File: src/rtl/glosw_pkg.sv
// types and constants of the line-of-sight walker
`timescale 1ns / 1ps

package glosw_pkg;

   localparam logic CMD_WRITE = 1'b0;
   localparam logic CMD_CAST  = 1'b1;

   localparam int QUEUE_DEPTH  = 4;
   localparam int STEP_GUARD   = 1024;
   localparam int STEP_WIDTH   = 11;
   localparam int COORD_WIDTH  = 9;
   localparam int DELTA_WIDTH  = 9;
   localparam int LEN_SQ_WIDTH = 17;
   localparam int REL_WIDTH    = 10;
   localparam int PROD_WIDTH   = 19;
   localparam int ERR_WIDTH    = 20;
   localparam int MAG_WIDTH    = 19;
   localparam int SQ_WIDTH     = 38;
   localparam int CMP_WIDTH    = 40;

   typedef struct packed {
      logic              cmd;
      logic [5:0]        cell_x;
      logic [5:0]        cell_y;
      logic              cell_walkable;
      logic signed [7:0] origin_x;
      logic signed [7:0] origin_y;
      logic signed [7:0] target_x;
      logic signed [7:0] target_y;
   } req_type;

   typedef struct packed {
      logic signed [7:0] seen_x;
      logic signed [7:0] seen_y;
      logic              blocked;
   } rsp_type;

   typedef enum logic {
      OP_WRITE = 1'b0,
      OP_CAST  = 1'b1
   } op_type;

   typedef struct packed {
      op_type                        op;
      logic [5:0]                    cell_x;
      logic [5:0]                    cell_y;
      logic                          walkable;
      logic signed [7:0]             origin_x;
      logic signed [7:0]             origin_y;
      logic signed [7:0]             target_x;
      logic signed [7:0]             target_y;
      logic                          step_x_neg;
      logic                          step_y_neg;
      logic signed [DELTA_WIDTH-1:0] delta_x;
      logic signed [DELTA_WIDTH-1:0] delta_y;
      logic [LEN_SQ_WIDTH-1:0]       len_sq;
   } job_type;

   typedef struct packed {
      logic full;
      logic empty;
   } q_status_type;

   typedef enum logic [2:0] {
      BK_CLEAR,
      BK_IDLE,
      BK_LOOK,
      BK_SQUARE,
      BK_DECIDE
   } bk_state_type;

endpackage

File: src/rtl/glosw_front.sv
// front end: takes request beats, sorts writes from casts, prepares cast geometry
`timescale 1ns / 1ps

module glosw_front #(
   parameter int MAP_SIDE = 64
) (
   input  logic                   clock,
   input  logic                   reset,
   input  logic                   start,
   output logic                   busy,
   input  glosw_pkg::req_type     req_item,
   input  logic                   clearing,
   input  glosw_pkg::q_status_type q_status,
   output logic                   push,
   output glosw_pkg::job_type     push_job
);
   import glosw_pkg::*;

   localparam logic [7:0] MapSide8 = 8'(MAP_SIDE);

   logic                          fe_valid_ff, fe_valid_in;
   req_type                       fe_item_ff, fe_item_in;
   logic                          accept;
   logic                          write_in_map;
   logic                          drop;
   logic                          consumed;
   logic signed [DELTA_WIDTH-1:0] delta_x;
   logic signed [DELTA_WIDTH-1:0] delta_y;
   logic signed [17:0]            delta_x_w;
   logic signed [17:0]            delta_y_w;
   logic signed [17:0]            len_sum;

   assign accept       = start && !busy;
   assign write_in_map = ({2'b00, fe_item_ff.cell_x} < MapSide8)
                      && ({2'b00, fe_item_ff.cell_y} < MapSide8);
   // writes off the map are simply swallowed
   assign drop         = (fe_item_ff.cmd == CMD_WRITE) && !write_in_map;
   assign consumed     = fe_valid_ff && (drop || !q_status.full);
   assign push         = fe_valid_ff && !drop && !q_status.full;
   assign busy         = clearing || (fe_valid_ff && !consumed);

   assign fe_valid_in = accept || (fe_valid_ff && !consumed);
   assign fe_item_in  = accept ? req_item : fe_item_ff;

   always_ff @(posedge clock) begin
      if (reset) begin
         fe_valid_ff <= 1'b0;
      end else begin
         fe_valid_ff <= fe_valid_in;
      end
   end

   always_ff @(posedge clock) begin
      fe_item_ff <= fe_item_in;
   end

   // line geometry
   always_comb begin
      delta_x   = DELTA_WIDTH'(fe_item_ff.target_x) - DELTA_WIDTH'(fe_item_ff.origin_x);
      delta_y   = DELTA_WIDTH'(fe_item_ff.target_y) - DELTA_WIDTH'(fe_item_ff.origin_y);
      delta_x_w = 18'(delta_x);
      delta_y_w = 18'(delta_y);
      len_sum   = delta_x_w * delta_x_w + delta_y_w * delta_y_w;
   end

   always_comb begin
      push_job.op         = (fe_item_ff.cmd == CMD_CAST) ? OP_CAST : OP_WRITE;
      push_job.cell_x     = fe_item_ff.cell_x;
      push_job.cell_y     = fe_item_ff.cell_y;
      push_job.walkable   = fe_item_ff.cell_walkable;
      push_job.origin_x   = fe_item_ff.origin_x;
      push_job.origin_y   = fe_item_ff.origin_y;
      push_job.target_x   = fe_item_ff.target_x;
      push_job.target_y   = fe_item_ff.target_y;
      push_job.step_x_neg = !(fe_item_ff.origin_x < fe_item_ff.target_x);
      push_job.step_y_neg = !(fe_item_ff.origin_y < fe_item_ff.target_y);
      push_job.delta_x    = delta_x;
      push_job.delta_y    = delta_y;
      push_job.len_sq     = len_sum[LEN_SQ_WIDTH-1:0];
   end

endmodule

File: config.mk
export PLATFORM = sky130hd
export DESIGN_NAME = glosw_front
export DESIGN_NICKNAME = d
export VERILOG_FILES = /design/src/rtl/glosw_pkg.sv /design/src/rtl/glosw_front.sv
export SDC_FILE = /design/constraint.sdc
export NUM_CORES = 1
export LEC_CHECK = 0
export ABC_AREA = 1
export BUFFER_PORTS_ARGS = -buffer_cell sky130_fd_sc_hd__buf_4
export CORE_MARGIN = 2
export CORE_UTILIZATION = 53
export CTS_CLUSTER_DIAMETER = 120
export DETAILED_ROUTE_END_ITERATION = 12
export GPL_ROUTABILITY_DRIVEN = 0
export PLACE_DENSITY = 0.79
export SKIP_CTS_REPAIR_TIMING = 1
export SLEW_MARGIN = 10
export SYNTH_ARGS = -nofsm -noshare
export SYNTH_HDL_FRONTEND = slang
export SYNTH_SLANG_ARGS = --single-unit
File: constraint.sdc
create_clock -name clock -period 8.05 [get_ports clock]
set_input_delay 1.61 -clock clock [delete_from_list [all_inputs] [get_ports clock]]
set_output_delay 1.61 -clock clock [all_outputs]
set_load 0.01 [all_outputs]
## Word-level counts from Yosys, hierarchy flattened

Index checks and enable logic that the tools add are counted.

- Bits of input ports: 52
- Register bits after elaboration: 47
- Word-level logic and storage cells: 27
- Output and inout bits: 85

- Add/subtract/negate cells: 3
- Mux-type cells: 1
- $mul: 2
- Order comparisons: 2
- Reductions and logical operators: 10

Operator list:

| kind | number |
|---|---|
| $mul 9x9->17 | 2 |
| $sub 8x8->9 | 2 |
| $add 17x17->17 | 1 |
| $lt 8x8->1 | 2 |
| $logic_not 1->1 | 5 |
| $logic_and 1x1->1 | 3 |
| $logic_or 1x1->1 | 2 |
| $mux 1 | 1 |

## Depth between registers and ports, before layout

- Depth after elaboration: 8
- Depth in mapped cells: 36
- Depth with buffers taken out: 36

## Worst setup path before layout

No wires, ideal clock.

- Path kind: register -> output
- From: register fe_item_ff, in the netlist push_job[61]
- To: output push_job[13] in the netlist's numbering
- Cell stages (with the launch flop): 27
- Required time: 6.440 ns
- Path slack: -0.445 ns
- Buffers on the path: 0
- Arrival time: 6.885 ns
- Cell sequence: edfxtp_1 ha_1 fa_1 xnor2_1 clkinv_1 nor2_1 inv_1 fa_1 fa_1 fa_1 fa_1 inv_1 fa_1 fa_1 inv_1 fa_1 inv_1 ha_1 a21oi_1 nand2_1 nand2_1 nand2_1 nand2_1 a21boi_0 o21ai_0 nand2_1 xor2_1

RTL lines:

| what | line | text |
|---|---|---|
| from (decl) | glosw_front.sv:22 | `req_type fe_item_ff, fe_item_in;` |
| from (signal assigned) | glosw_front.sv:54 | `fe_item_ff <= fe_item_in;` |
| to (decl) | glosw_front.sv:15 | `output glosw_pkg::job_type push_job` |

==> reports/qor.yml <==
status: "finished, violations left"
violations: "negative setup slack"
required_ns: 6.44
diodes: 0
synth_top_area_share_pct: 35.8
synth_enable_flop_cells: 46
ant_nets: 0
core-area_sq_mm: 0.0144
cp_top_family: "adder cells"
yosysTopAreaCell: "fa_1"
critPathLaunch: "push_job[39]$_DFFE_PP_"
grt_util_all_layers_pct: 24.8
multi_input_area_sq_mm: 0.00565
dr.pass1.iters: 4
synth_seq_cells: 47
fin_skew_ns: 0.00944
setup-violations-final: 9
max_freq_mhz: 116
route.detailed.drc: 0
syn_avg_cell_area_sq_um: 8.97
maxCapViolCount: 0
antenna_found_initial: 0
die_area_sq_mm: 0.0155
syn_nets: 1131
hp-class: "reg -> reg"
dieHeight_microns: 125
crit_path_end_kind: "output port"
dp_hpwl_microns: 16600
clk_latency_ns: 0.29
reg2reg_from: "fe_valid_ff$_SDFF_PP0_"
synth-async-reset-ratio_pct: 0
crit_arrival_ns: 7.04
initial_core_util_pct: 53.7
period_share_pct: 107
cts_root_buf: "clkbuf_16"
critPathMaxFanout: 6
cts_tree: "built"
start_kind: "register"
synth_area_sq_mm: 0.00772
syn2layout_area_growth_pct: 40.1
wl_per_cell_microns: 14.7
row_count: 44
min-delay-start: "fe_valid_ff$_SDFF_PP0_"
cts_buffers: 5
synth_cell_types: 37
gr-total-overflow: 0
ys_seq_area_share_pct: 18.2
grt_pass1_vias: 7098
worstSetupPathType: "reg -> out"
yosysWarnings: 0
crit_path_top_delay_cell: "fa_1"
path_common_cell: "fa_1"
routed_wl_microns: 19900
finalNetCount: 1440
ys.flop_type: "edfxtp_1"
die_w_microns: 125
crit_buf_inv: 12
cts.sinks: 47
hold_violations: 0
fillerInstances: 953
setup_slack_ns: -0.595
drv_slew: 0
avgViaCountPerCell: 4.84
synthCells: 861
grt_max_degree: 30
worst_pin_slew_ns: 0.475
rsz0062_at_grt: "true"
io_pins: 137
synthTopCellsByArea: "fa_1, edfxtp_1, ha_1"
slew_headroom_pct: 68.3
cts.reportedPaths.clkPinSlew_ns: 0.07
vias: 6552
seq_area_sq_mm: 0.00140
htreeDepth: 2
crit_path_max_incr_delay_ns: 0.57
fin_crit_ns: 8.65
numPortBuffers: 135
grt_pass1_wl_microns: 31200
post-route-util_pct: 75.3
clockBufferDepth: 2
drt_iter0_drc: 223
drive_above_1_share_pct: 35.4
==> synthesized netlist by cell type, types with 3 or more instances <==
library cell,instances
xnor2_1,8
nand3_1,16
edfxtp_1,46
inv_2,5
ha_1,80
nand3_2,3
xor2_1,10
or2_1,3
nor2_1,86
a21oi_1,16
nand2_2,5
inv_1,262
nand2_1,145
clkbuf_1,4
o21ai_0,3
fa_1,138
==> final timing paths <==
| kind | depth (start not counted) | to | slack [ns] |
|---|---|---|---|
| worst max-delay path | 35 | push_job[16] | -0.60 |
| worst min-delay path | 4 | fe_valid_ff$_SDFF_PP0_ | 0.60 |
| worst max register to register | 5 | push_job[58]$_DFFE_PP_ | 6.13 |
| worst min register to register | 4 | fe_valid_ff$_SDFF_PP0_ | 0.60 |
==> logic make-up (layout without fill, tap and decap cells) <==
group	Yosys count	after routing	share of synthesized area, %
adders and majority gates	218	218	48.8
DFF	47	47	18.2
xor gates and xnor gates	22	22	3.03
and+or+nand+nor	265	265	14.0
buffers and inverters	275	585	13.4
AOI/OAI and AO/OA	34	34	2.71
==> placed cells by master (no fill, tap or decap), drive strengths merged, types with 2 or more instances in the layout <==
cell type	instances
or2	5
nand3	19
edfxtp	46
o21a	2
buf	307
nand3b	2
xor2	12
a31o	2
o21bai	2
ha	80
a21oi	16
a31oi	2
inv	268
nor2	87
clkbuf	6
o21ai	4
xnor2	10
o221ai	2
fa	138
clkinv	3
nand2	150
==> flip-flops by register name, indices dropped and copies added (netlist names) <==
signal	flops
fe_item_ff	1
fe_valid_ff	1
push_job	45
==> through the flow <==
stage,instances,worst slack [ns],setup TNS [ns],hold slack [ns],area [sq um]
6_report,1355,-0.595,-3.57,0.603,10800
2_1_floorplan,861,-0.0751,-0.139,0.524,7820
3_3_place_gp,1337,-0.283,-0.910,0.554,10300
3_5_place_dp,1337,-0.443,-2.08,0.581,10300
5_1_grt,1355,-0.924,-6.10,0.657,10800
4_1_cts,1345,-0.762,-5.05,0.604,10400
==> worst min-delay path, cell delays in order (launching register included) <==
cell and delay [ns]:
dfxtp_1 0.35, nand2_1 0.06, inv_1 0.06, o21bai_1 0.07, inv_1 0.05
==> metal layers <==
metal / track usage [%] / up-vias / wire length (microns)
met3: 3.69 / 66 / 985
met5: 0 / - / 0
met1: 27.0 / 3179 / 7170
li1: - / 3127 / -
met4: 9.78 / 0 / 1040
met2: 47.7 / 180 / 10700
==> area by class of cell <==
type                       count  share of cell area (%)
inverter                     269                    9.38
multi-input combinational    539                    52.2
sequential                    47                    13.0
timing repair buffer         308                    21.9
clock buffer                   5                    1.16
tap                          184                    2.13
clock inverter                 3                   0.208
Power is not shown: default switching activity piles up to over one toggle a cycle in this logic, so the estimate is an artifact.
