### config.mk
export PLATFORM = sky130hd
export DESIGN_NAME = glosw_queue
export DESIGN_NICKNAME = d
export VERILOG_FILES = /design/src/rtl/glosw_pkg.sv /design/src/rtl/glosw_queue.sv
export SDC_FILE = /design/constraint.sdc
export NUM_CORES = 1
export LEC_CHECK = 0
export CORE_UTILIZATION = 24
export CTS_BUF_LIST = sky130_fd_sc_hd__clkbuf_16
export DETAILED_ROUTE_END_ITERATION = 16
export DONT_BUFFER_PORTS = 1
export PLACE_DENSITY = 0.5
export SLEW_MARGIN = 20
export SYNTH_ARGS = -nofsm -noshare
export SYNTH_HDL_FRONTEND = slang
export SYNTH_SLANG_ARGS = --single-unit
### constraint.sdc
create_clock -name clock -period 2.88 [get_ports clock]
set_input_delay 0.576 -clock clock [delete_from_list [all_inputs] [get_ports clock]]
set_output_delay 0.576 -clock clock [all_outputs]
set_load 0.005 [all_outputs]
### src/rtl/glosw_pkg.sv
// types and constants of the line-of-sight walker
`timescale 1ns / 1ps

package glosw_pkg;

   localparam logic CMD_WRITE = 1'b0;
   localparam logic CMD_CAST  = 1'b1;

   localparam int QUEUE_DEPTH  = 4;
   localparam int STEP_GUARD   = 1024;
   localparam int STEP_WIDTH   = 11;
   localparam int COORD_WIDTH  = 9;
   localparam int DELTA_WIDTH  = 9;
   localparam int LEN_SQ_WIDTH = 17;
   localparam int REL_WIDTH    = 10;
   localparam int PROD_WIDTH   = 19;
   localparam int ERR_WIDTH    = 20;
   localparam int MAG_WIDTH    = 19;
   localparam int SQ_WIDTH     = 38;
   localparam int CMP_WIDTH    = 40;

   typedef struct packed {
      logic              cmd;
      logic [5:0]        cell_x;
      logic [5:0]        cell_y;
      logic              cell_walkable;
      logic signed [7:0] origin_x;
      logic signed [7:0] origin_y;
      logic signed [7:0] target_x;
      logic signed [7:0] target_y;
   } req_type;

   typedef struct packed {
      logic signed [7:0] seen_x;
      logic signed [7:0] seen_y;
      logic              blocked;
   } rsp_type;

   typedef enum logic {
      OP_WRITE = 1'b0,
      OP_CAST  = 1'b1
   } op_type;

   typedef struct packed {
      op_type                        op;
      logic [5:0]                    cell_x;
      logic [5:0]                    cell_y;
      logic                          walkable;
      logic signed [7:0]             origin_x;
      logic signed [7:0]             origin_y;
      logic signed [7:0]             target_x;
      logic signed [7:0]             target_y;
      logic                          step_x_neg;
      logic                          step_y_neg;
      logic signed [DELTA_WIDTH-1:0] delta_x;
      logic signed [DELTA_WIDTH-1:0] delta_y;
      logic [LEN_SQ_WIDTH-1:0]       len_sq;
   } job_type;

   typedef struct packed {
      logic full;
      logic empty;
   } q_status_type;

   typedef enum logic [2:0] {
      BK_CLEAR,
      BK_IDLE,
      BK_LOOK,
      BK_SQUARE,
      BK_DECIDE
   } bk_state_type;

endpackage

### src/rtl/glosw_queue.sv
// short job queue between front end and walker
`timescale 1ns / 1ps

module glosw_queue (
   input  logic                    clock,
   input  logic                    reset,
   input  logic                    push,
   input  glosw_pkg::job_type      push_job,
   input  logic                    pop,
   output glosw_pkg::job_type      head_job,
   output glosw_pkg::q_status_type status
);
   import glosw_pkg::*;

   localparam int PtrWidth   = $clog2(QUEUE_DEPTH);
   localparam int CountWidth = $clog2(QUEUE_DEPTH + 1);
   localparam logic [PtrWidth-1:0]   PtrLast   = PtrWidth'(QUEUE_DEPTH - 1);
   localparam logic [CountWidth-1:0] CountFull = CountWidth'(QUEUE_DEPTH);

   job_type               slots_ff [QUEUE_DEPTH];
   logic [PtrWidth-1:0]   wr_ptr_ff, wr_ptr_in;
   logic [PtrWidth-1:0]   rd_ptr_ff, rd_ptr_in;
   logic [CountWidth-1:0] count_ff, count_in;

   always_comb begin
      wr_ptr_in = wr_ptr_ff;
      rd_ptr_in = rd_ptr_ff;
      count_in  = count_ff;
      if (push) begin
         wr_ptr_in = (wr_ptr_ff == PtrLast) ? '0 : wr_ptr_ff + 1'b1;
      end
      if (pop) begin
         rd_ptr_in = (rd_ptr_ff == PtrLast) ? '0 : rd_ptr_ff + 1'b1;
      end
      case ({push, pop})
         2'b10:   count_in = count_ff + 1'b1;
         2'b01:   count_in = count_ff - 1'b1;
         default: count_in = count_ff;
      endcase
   end

   always_ff @(posedge clock) begin
      if (reset) begin
         wr_ptr_ff <= '0;
         rd_ptr_ff <= '0;
         count_ff  <= '0;
      end else begin
         wr_ptr_ff <= wr_ptr_in;
         rd_ptr_ff <= rd_ptr_in;
         count_ff  <= count_in;
      end
   end

   always_ff @(posedge clock) begin
      if (push) begin
         slots_ff[wr_ptr_ff] <= push_job;
      end
   end

   assign head_job     = slots_ff[rd_ptr_ff];
   assign status.full  = (count_ff == CountFull);
   assign status.empty = (count_ff == '0);

endmodule

## Word-level counts from Yosys, hierarchy flattened

Memories as Yosys holds them, arrays and structs flattened. A register that Yosys moved wholly into a read port is not among the register bits.
Index checks and enable logic that the tools add are counted.

- Add/sub/neg operators: 4
- Mux-type cells: 7
- Reductions and logical operators: 2
- Eq/ne operators: 5

Operators by type and width:

| kind | count |
|---|---|
| 2-to-1 mux 2 bit | 4 |
| == test 2 bit, second input constant | 3 |
| one-hot mux 3 bit (2 select lines) | 1 |
| adder 2 x 1 -> 2 bit, second input constant | 2 |
| adder 3 x 1 -> 3 bit, second input constant | 1 |
| == test 3 bit, second input constant | 1 |
| zero test 3 bit | 1 |
| subtractor 3 x 1 -> 3 bit, second input constant | 1 |
| == test 2 x 1 -> 1 bit, second input constant | 1 |
| 2-to-1 mux 1 bit | 2 |
| nonzero test 2 bit | 1 |

- Word-level logic and storage cells: 22
- Bits in registers: 7
- Input bits: 87
- Memories: 1
- Output and inout bits: 85
- RAM bits: 332

Memories:

| name | depth | bits a word | rd ports | clocked after memory_dff | wr ports | line | RTL |
|---|---|---|---|---|---|---|---|
| slots_ff | 4 | 83 | 1 | 1 | 1 | glosw_queue.sv:20 | `job_type slots_ff [QUEUE_DEPTH];` |

## Logic depth before layout (Yosys ltp)

Gate-level depths: netlist (run 1).

- Word-level depth: 4
- Depth in mapped cells: 7
- Depth with buffers taken out: 7

## Worst setup path after synthesis (run 1)

Ideal clock, no wire load.

- Path type: input port to flip-flop
- Start point: input port push
- End point: memory slots_ff[0][0] (netlist bit), enable pin
- Buffers on the path: 0
- Arrival: 2.506 ns
- Library setup time: 0.450 ns
- Stages on the path: 1
- Slack: -0.076 ns
- Data required time: 2.430 ns
- Cell sequence: and2_1

- Word-level cells in the longest chain between the ends: 2

Ends and longest elaborated chain:

| item | line | RTL |
|---|---|---|
| start, declared | glosw_queue.sv:7 | `input logic push,` |
| 2-to-1 mux 1 bit | glosw_queue.sv:55 | `if (push) begin` |
| 2-to-1 mux 1 bit (implied by the code) | glosw_queue.sv:56 | `slots_ff[wr_ptr_ff] <= push_job;` |
| end, declared | glosw_queue.sv:20 |  |

Every way passes these cells.

==> impl_metrics.yaml, run 1 <==
critical_path:
  startpoint_type: "flip-flop"
  path_cells: "buf_4 -> mux4_2"
  critPathSlowestCell: "dfxtp_4"
  cp_slowest_stage_delay_ns: 0.64
  cp_max_fo: 24
  path_class: "flip-flop to output pin"
  required_ns: 2.30
  cp-end-kind: "output pin"
  worstPathArrival_ns: 1.95
finish:
  fillCellCount: 4935
  area_delta_synth_final_pct: 16.7
  final_nets: 606
  finish.instance_area_sq_mm: 0.0145
  drive_above_1_share_pct: 28.5
  seq_area_sq_mm: 0.0102
  final_common_cell: "edfxtp_1"
  multi_input_area_sq_mm: 0.00212
  antennaDiodeCount: 0
  mostFrequentLayoutCells: "edfxtp_1 (332), mux4_2 (83), clkbuf_16 (37)"
route:
  ant_nets: 0
  vias_per_cell: 4.09
  wl_per_cell_um: 19.4
  firstDrtPassIters: 4
  wirelength_um: 23600
  drc_errors: 0
  vias: 4969
  first_iter_violations: 281
die:
  core_area_sq_mm: 0.0512
  rows: 83
  fp.dieH_um: 230
  dieArea_sq_mm: 0.0527
  die_w_um: 230
  start_util_pct: 24.3
  io_pins: 172
synthesis:
  async_reset_ff_share_pct: 0
  synth_edf_count: 332
  ys_warn_count: 0
  synthesis.area_sq_mm: 0.0124
  yosys_most_used_dff: "edfxtp_1"
  synth.avg_cell_area_sq_um: 25.8
  syn-num-nets: 575
  synthDistinctLibCells: 19
  ys_ff_latch: 341
  synth_cells: 481
  synth_seq_area_share_pct: 81.7
timing:
  fin_setup_tns_ns: 0
  max_freq_mhz: 395
  setup_viol: 0
  rsz0062_at_grt: "no"
  slew_headroom_pct: 61.2
  period_needed_ns: 2.53
  min_period_over_period_pct: 87.8
  timing_hold_violations_final: 0
  tightest_slew_ns: 0.582
  fin_skew_ns: 0.0217
  slew_viol_final: 0
clocking:
  hold_buffers: 0
  clkLatencyLatePin_ns: 0.53
  clkTransAtPathRegs_ns: 0.06
  clk_path_buf_depth: 3
  cts_buffers: 36
  postCtsSetupBuffers: 0
  cts_tree: "yes"
  h-tree-depth: 2
  cts_root_buffer: "clkbuf_16"
  cts_sinks: 341
  cts_resized: 0
placement:
  place_congestion: 0.711
  dpl_cell_area_sq_mm: 0.0133
  port_buffers: 0
  dp_hpwl_um: 14300
outcome:
  status: "completed"
power:
  p_leak_nw: 4.38
  powerDensity_mw_per_mm2: 750
  total_power_mw: 10.9
  peakVddDrop_mv: 0.497
global_route:
  grt_pass1_vias: 5510
  grt-ovfl-total: 0
  grt_pass1_wl_um: 35000
  grtUsageTotal_pct: 8.96
  grt_max_degree: 84
  antenna_found_initial: 0
hold_path:
  hp-class: "input port to flip-flop"
flow_run:
  max-cap-violations: 0
-- final timing paths --
kind / cells past startpoint / from / endpoint / slack (ns)
setup / recovery: 2 / flip-flop / head_job[61] / 0.35
hold / removal: 1 / reset / wr_ptr_ff[1]$_SDFFE_PP0P_ / 0.11
setup reg to reg: 4 / wr_ptr_ff[0]$_SDFFE_PP0P_ / slots_ff[0][3]$_DFFE_PP_ / 1.00
hold reg to reg: 2 / count_ff[2]$_SDFFE_PP0P_ / count_ff[2]$_SDFFE_PP0P_ / 0.52
-- area by class of cell --
class / instances / area share, %
clock buffers: 37 / 6.39
flip-flops and latches: 341 / 70.1
inverters: 7 / 0.181
clock inverters: 25 / 1.71
multi-input cells: 115 / 14.6
well taps: 680 / 5.87
repair buffers: 11 / 1.17
-- layer usage --
layer	share of wire, %	vias to the layer above	wire (um)	GRT usage [%]
li1	-	2121	-	-
met1	38	2655	8960	9.63
met2	49	146	11700	14.9
met3	9.7	47	2280	4.57
met4	3.0	0	701	3.52
met5	0	-	0	0
-- metrics by stage --
stage,setup slack (ns),utilization (%),hold WS [ns],cells
2_1_floorplan,0.831,-,0.461,481
3_3_place_gp,0.869,26.0,0.475,1154
3_5_place_dp,0.849,26.0,0.507,1154
4_1_cts,0.246,28.3,0.0563,1216
5_1_grt,0.238,28.3,0.0646,1216
6_report,0.350,28.3,0.108,1216
-- report_power, final --
group,total [mW],switching [mW],internal (mW)
logic,0.581,0.315,0.266
clock network,4.57,1.86,2.71
registers,5.72,0.0595,5.66
-- flip-flops by register name, indices dropped and copies added, names as in the netlist, named ones only --
register / flops
count_ff: 3
rd_ptr_ff: 2
wr_ptr_ff: 2
slots_ff: 332
-- kinds of logic (layout without fill, tap and decap cells) --
| logic type | Yosys count | in the layout | synth area share [%] |
|---|---|---|---|
| flip-flops | 341 | 341 | 81.7 |
| XOR/XNOR | 2 | 2 | 0.141 |
| buffers and inverters | 25 | 80 | 1.33 |
| multiplexers | 85 | 85 | 15.2 |
| AO/OA/AOI/OAI | 5 | 5 | 0.201 |
| adder cells (fa/ha/maj) | 7 | 7 | 0.765 |
| AND/OR/NAND/NOR | 16 | 16 | 0.675 |
-- Yosys cell counts (all sizes together), types with 2 or more instances --
master  number  area share, %
xor2         2           0.14
a21oi        4           0.16
nor2         7           0.21
and2         4           0.20
edfxtp     332             80
buf         17            1.1
mux2i        2           0.16
nor3b        2           0.12
inv          7           0.21
dfxtp        9            1.4
ha           6           0.60
mux4        83             15
-- critical path, delay by kind of cell (launching register included) --
kind	cells	cell delay (ns)
flip-flops	1	0.64
multiplexers	1	0.38
buffers and inverters	1	0.37
No activity file was read; power rests on OpenSTA's default activity.
==> inputs of run 2 (changes only) <==
PLACE_DENSITY = 0.49   (was 0.5)
clock period = 3.2 ns   (was 2.88 ns; I/O delays follow)
==> run 2 against run 1 <==
Net effect:
- sequential power down 10%
- routed wire length rose by 3.6%
- global-route usage rose by 0.44 points
- die area is the same
- largest power group unchanged
- clock power down 11%
- clock skew decreased by 0.014 ns
- first-iteration DRC count is 24% lower
- non-clock buffer count stayed put
==> impl_metrics.yaml, run 2 (same netlist as run 1, synthesis figures left out) <==
outcome:
  status: "completed"
clocking:
  cts_tree: "yes"
  h-tree-depth: 2
  cts_root_buffer: "clkbuf_16"
  cts_sinks: 341
  cts_buffers: 36
  clkLatencyLatePin_ns: 0.53
  clkTransAtPathRegs_ns: 0.06
  postCtsSetupBuffers: 0
  hold_buffers: 0
  clk_path_buf_depth: 3
  cts_resized: 0
timing:
  rsz0062_at_grt: "no"
  setup_viol: 0
  tightest_slew_ns: 0.487
  slew_viol_final: 0
  fin_setup_tns_ns: 0
  fin_skew_ns: 0.00821
  min_period_over_period_pct: 82.7
  whs_ns: 0.175
  period_needed_ns: 2.65
  timing_hold_violations_final: 0
  max_freq_mhz: 378
  slew_headroom_pct: 67.5
critical_path:
  required_ns: 2.56
  cp-end-kind: "output pin"
  worst-path-buf-inv: 1
  worstPathArrival_ns: 2.01
  path_class: "flip-flop to output pin"
  startpoint_type: "flip-flop"
  r2r_end: "slots_ff[1][66]$_DFFE_PP_"
  cp_slowest_stage_delay_ns: 0.62
  crit_family: "multiplexers"
  path_cells: "buf_4 -> mux4_2"
  reg2reg_from: "wr_ptr_ff[1]$_SDFFE_PP0P_"
  r2r_slack_ns: 1.39
  critPathSlowestCell: "mux4_2"
  reg2reg_depth: 4
  cp_max_fo: 22
power:
  peakVddDrop_mv: 0.365
  p_clk_share_pct: 41.8
  p_sw_share_pct: 20.5
  p_leak_nw: 4.39
  total_power_mw: 9.76
  powerDensity_mw_per_mm2: 675
  sequentialPowerShare_pct: 52.7
  internal_power_mw: 7.75
  p_switching_mw: 2.01
  comb_power_share_pct: 5.5
die:
  core_area_sq_mm: 0.0512
  fp.dieH_um: 230
  die_w_um: 230
  io_pins: 172
  dieArea_sq_mm: 0.0527
  start_util_pct: 24.3
  rows: 83
global_route:
  grt_max_degree: 61
  grt_pass1_wl_um: 36300
  grtUsageTotal_pct: 9.40
  grt_pass1_vias: 5597
  antenna_found_initial: 0
  grt-ovfl-total: 0
route:
  firstDrtPassIters: 6
  ant_nets: 0
  dr_wl_met3_um: 2740
  vias: 4915
  wirelength_um: 24500
  dr_wl_met2_um: 11800
  first_iter_violations: 214
  met1_length_um: 9300
  wl_per_cell_um: 20.1
  dr.max_layer_used: "met4"
  vias_per_cell: 4.04
  drc_errors: 0
finish:
  mostFrequentLayoutCells: "edfxtp_1 (332), mux4_2 (83), clkbuf_16 (37)"
  final_common_cell: "edfxtp_1"
  largest_reg_flops: 332
  final_nets: 606
  area_delta_synth_final_pct: 16.5
  drive_above_1_share_pct: 27.9
  final_core_util_pct: 28.3
  largest-register: "slots_ff"
  antennaDiodeCount: 0
  top_regs: "slots_ff (332), count_ff (3)"
placement:
  dp_hpwl_um: 14900
  port_buffers: 0
  place_congestion: 0.717
hold_path:
  min_path_cells: 1
  hp-class: "input port to flip-flop"
  hold_path_startpoint: "reset"
  whs_endpoint: "count_ff[2]$_SDFFE_PP0P_"
flow_run:
  max-cap-violations: 0
==> run 2: metal layers <==
| metal | vias to the layer above | track usage (%) |
|---|---|---|
| met3 | 50 | 5.27 |
| met4 | 0 | 3.33 |
| met2 | 158 | 15.2 |
| li1 | 2117 | - |
| met5 | - | 0 |
| met1 | 2590 | 10.3 |
==> run 2: power groups by stage <==
stage / logic [mW] / clock network (mW) / registers, mW
floorplan: 0.411 / 0 / 5.23
global placement: 0.540 / 0 / 5.23
detailed placement: 0.558 / 0 / 5.24
CTS: 0.559 / 4.22 / 5.15
global route: 0.588 / 4.37 / 5.16
finish: 0.534 / 4.08 / 5.15
==> run 2: how the worst max path moves through the flow <==
stage,to,start,depth (start not counted)
2_1_floorplan,slots_ff[0][0]$_DFFE_PP_,push,1
3_3_place_gp,head_job[57],flip-flop,2
3_5_place_dp,head_job[57],flip-flop,2
4_1_cts,head_job[57],flip-flop,2
5_1_grt,head_job[57],flip-flop,2
6_report,head_job[57],flip-flop,2
==> run 2: area by class of cell <==
cell class                 instances  area (sq um)
fill                            4939         36700
sequential                       341         10200
multi-input combinational        115          2120
clock buffer                      37           926
tap                              680           851
clock inverter                    26           231
timing repair buffer              11           158
inverter                           7          26.3
==> run 2: through the flow <==
step	std cells	cell area, sq um	setup WS [ns]
final	1217	14500	0.554
after global routing	1217	14500	0.381
after CTS	1217	14500	0.436
after detailed placement	1154	13300	1.03
after global placement	1154	13300	1.05
after floorplan	481	12400	0.180
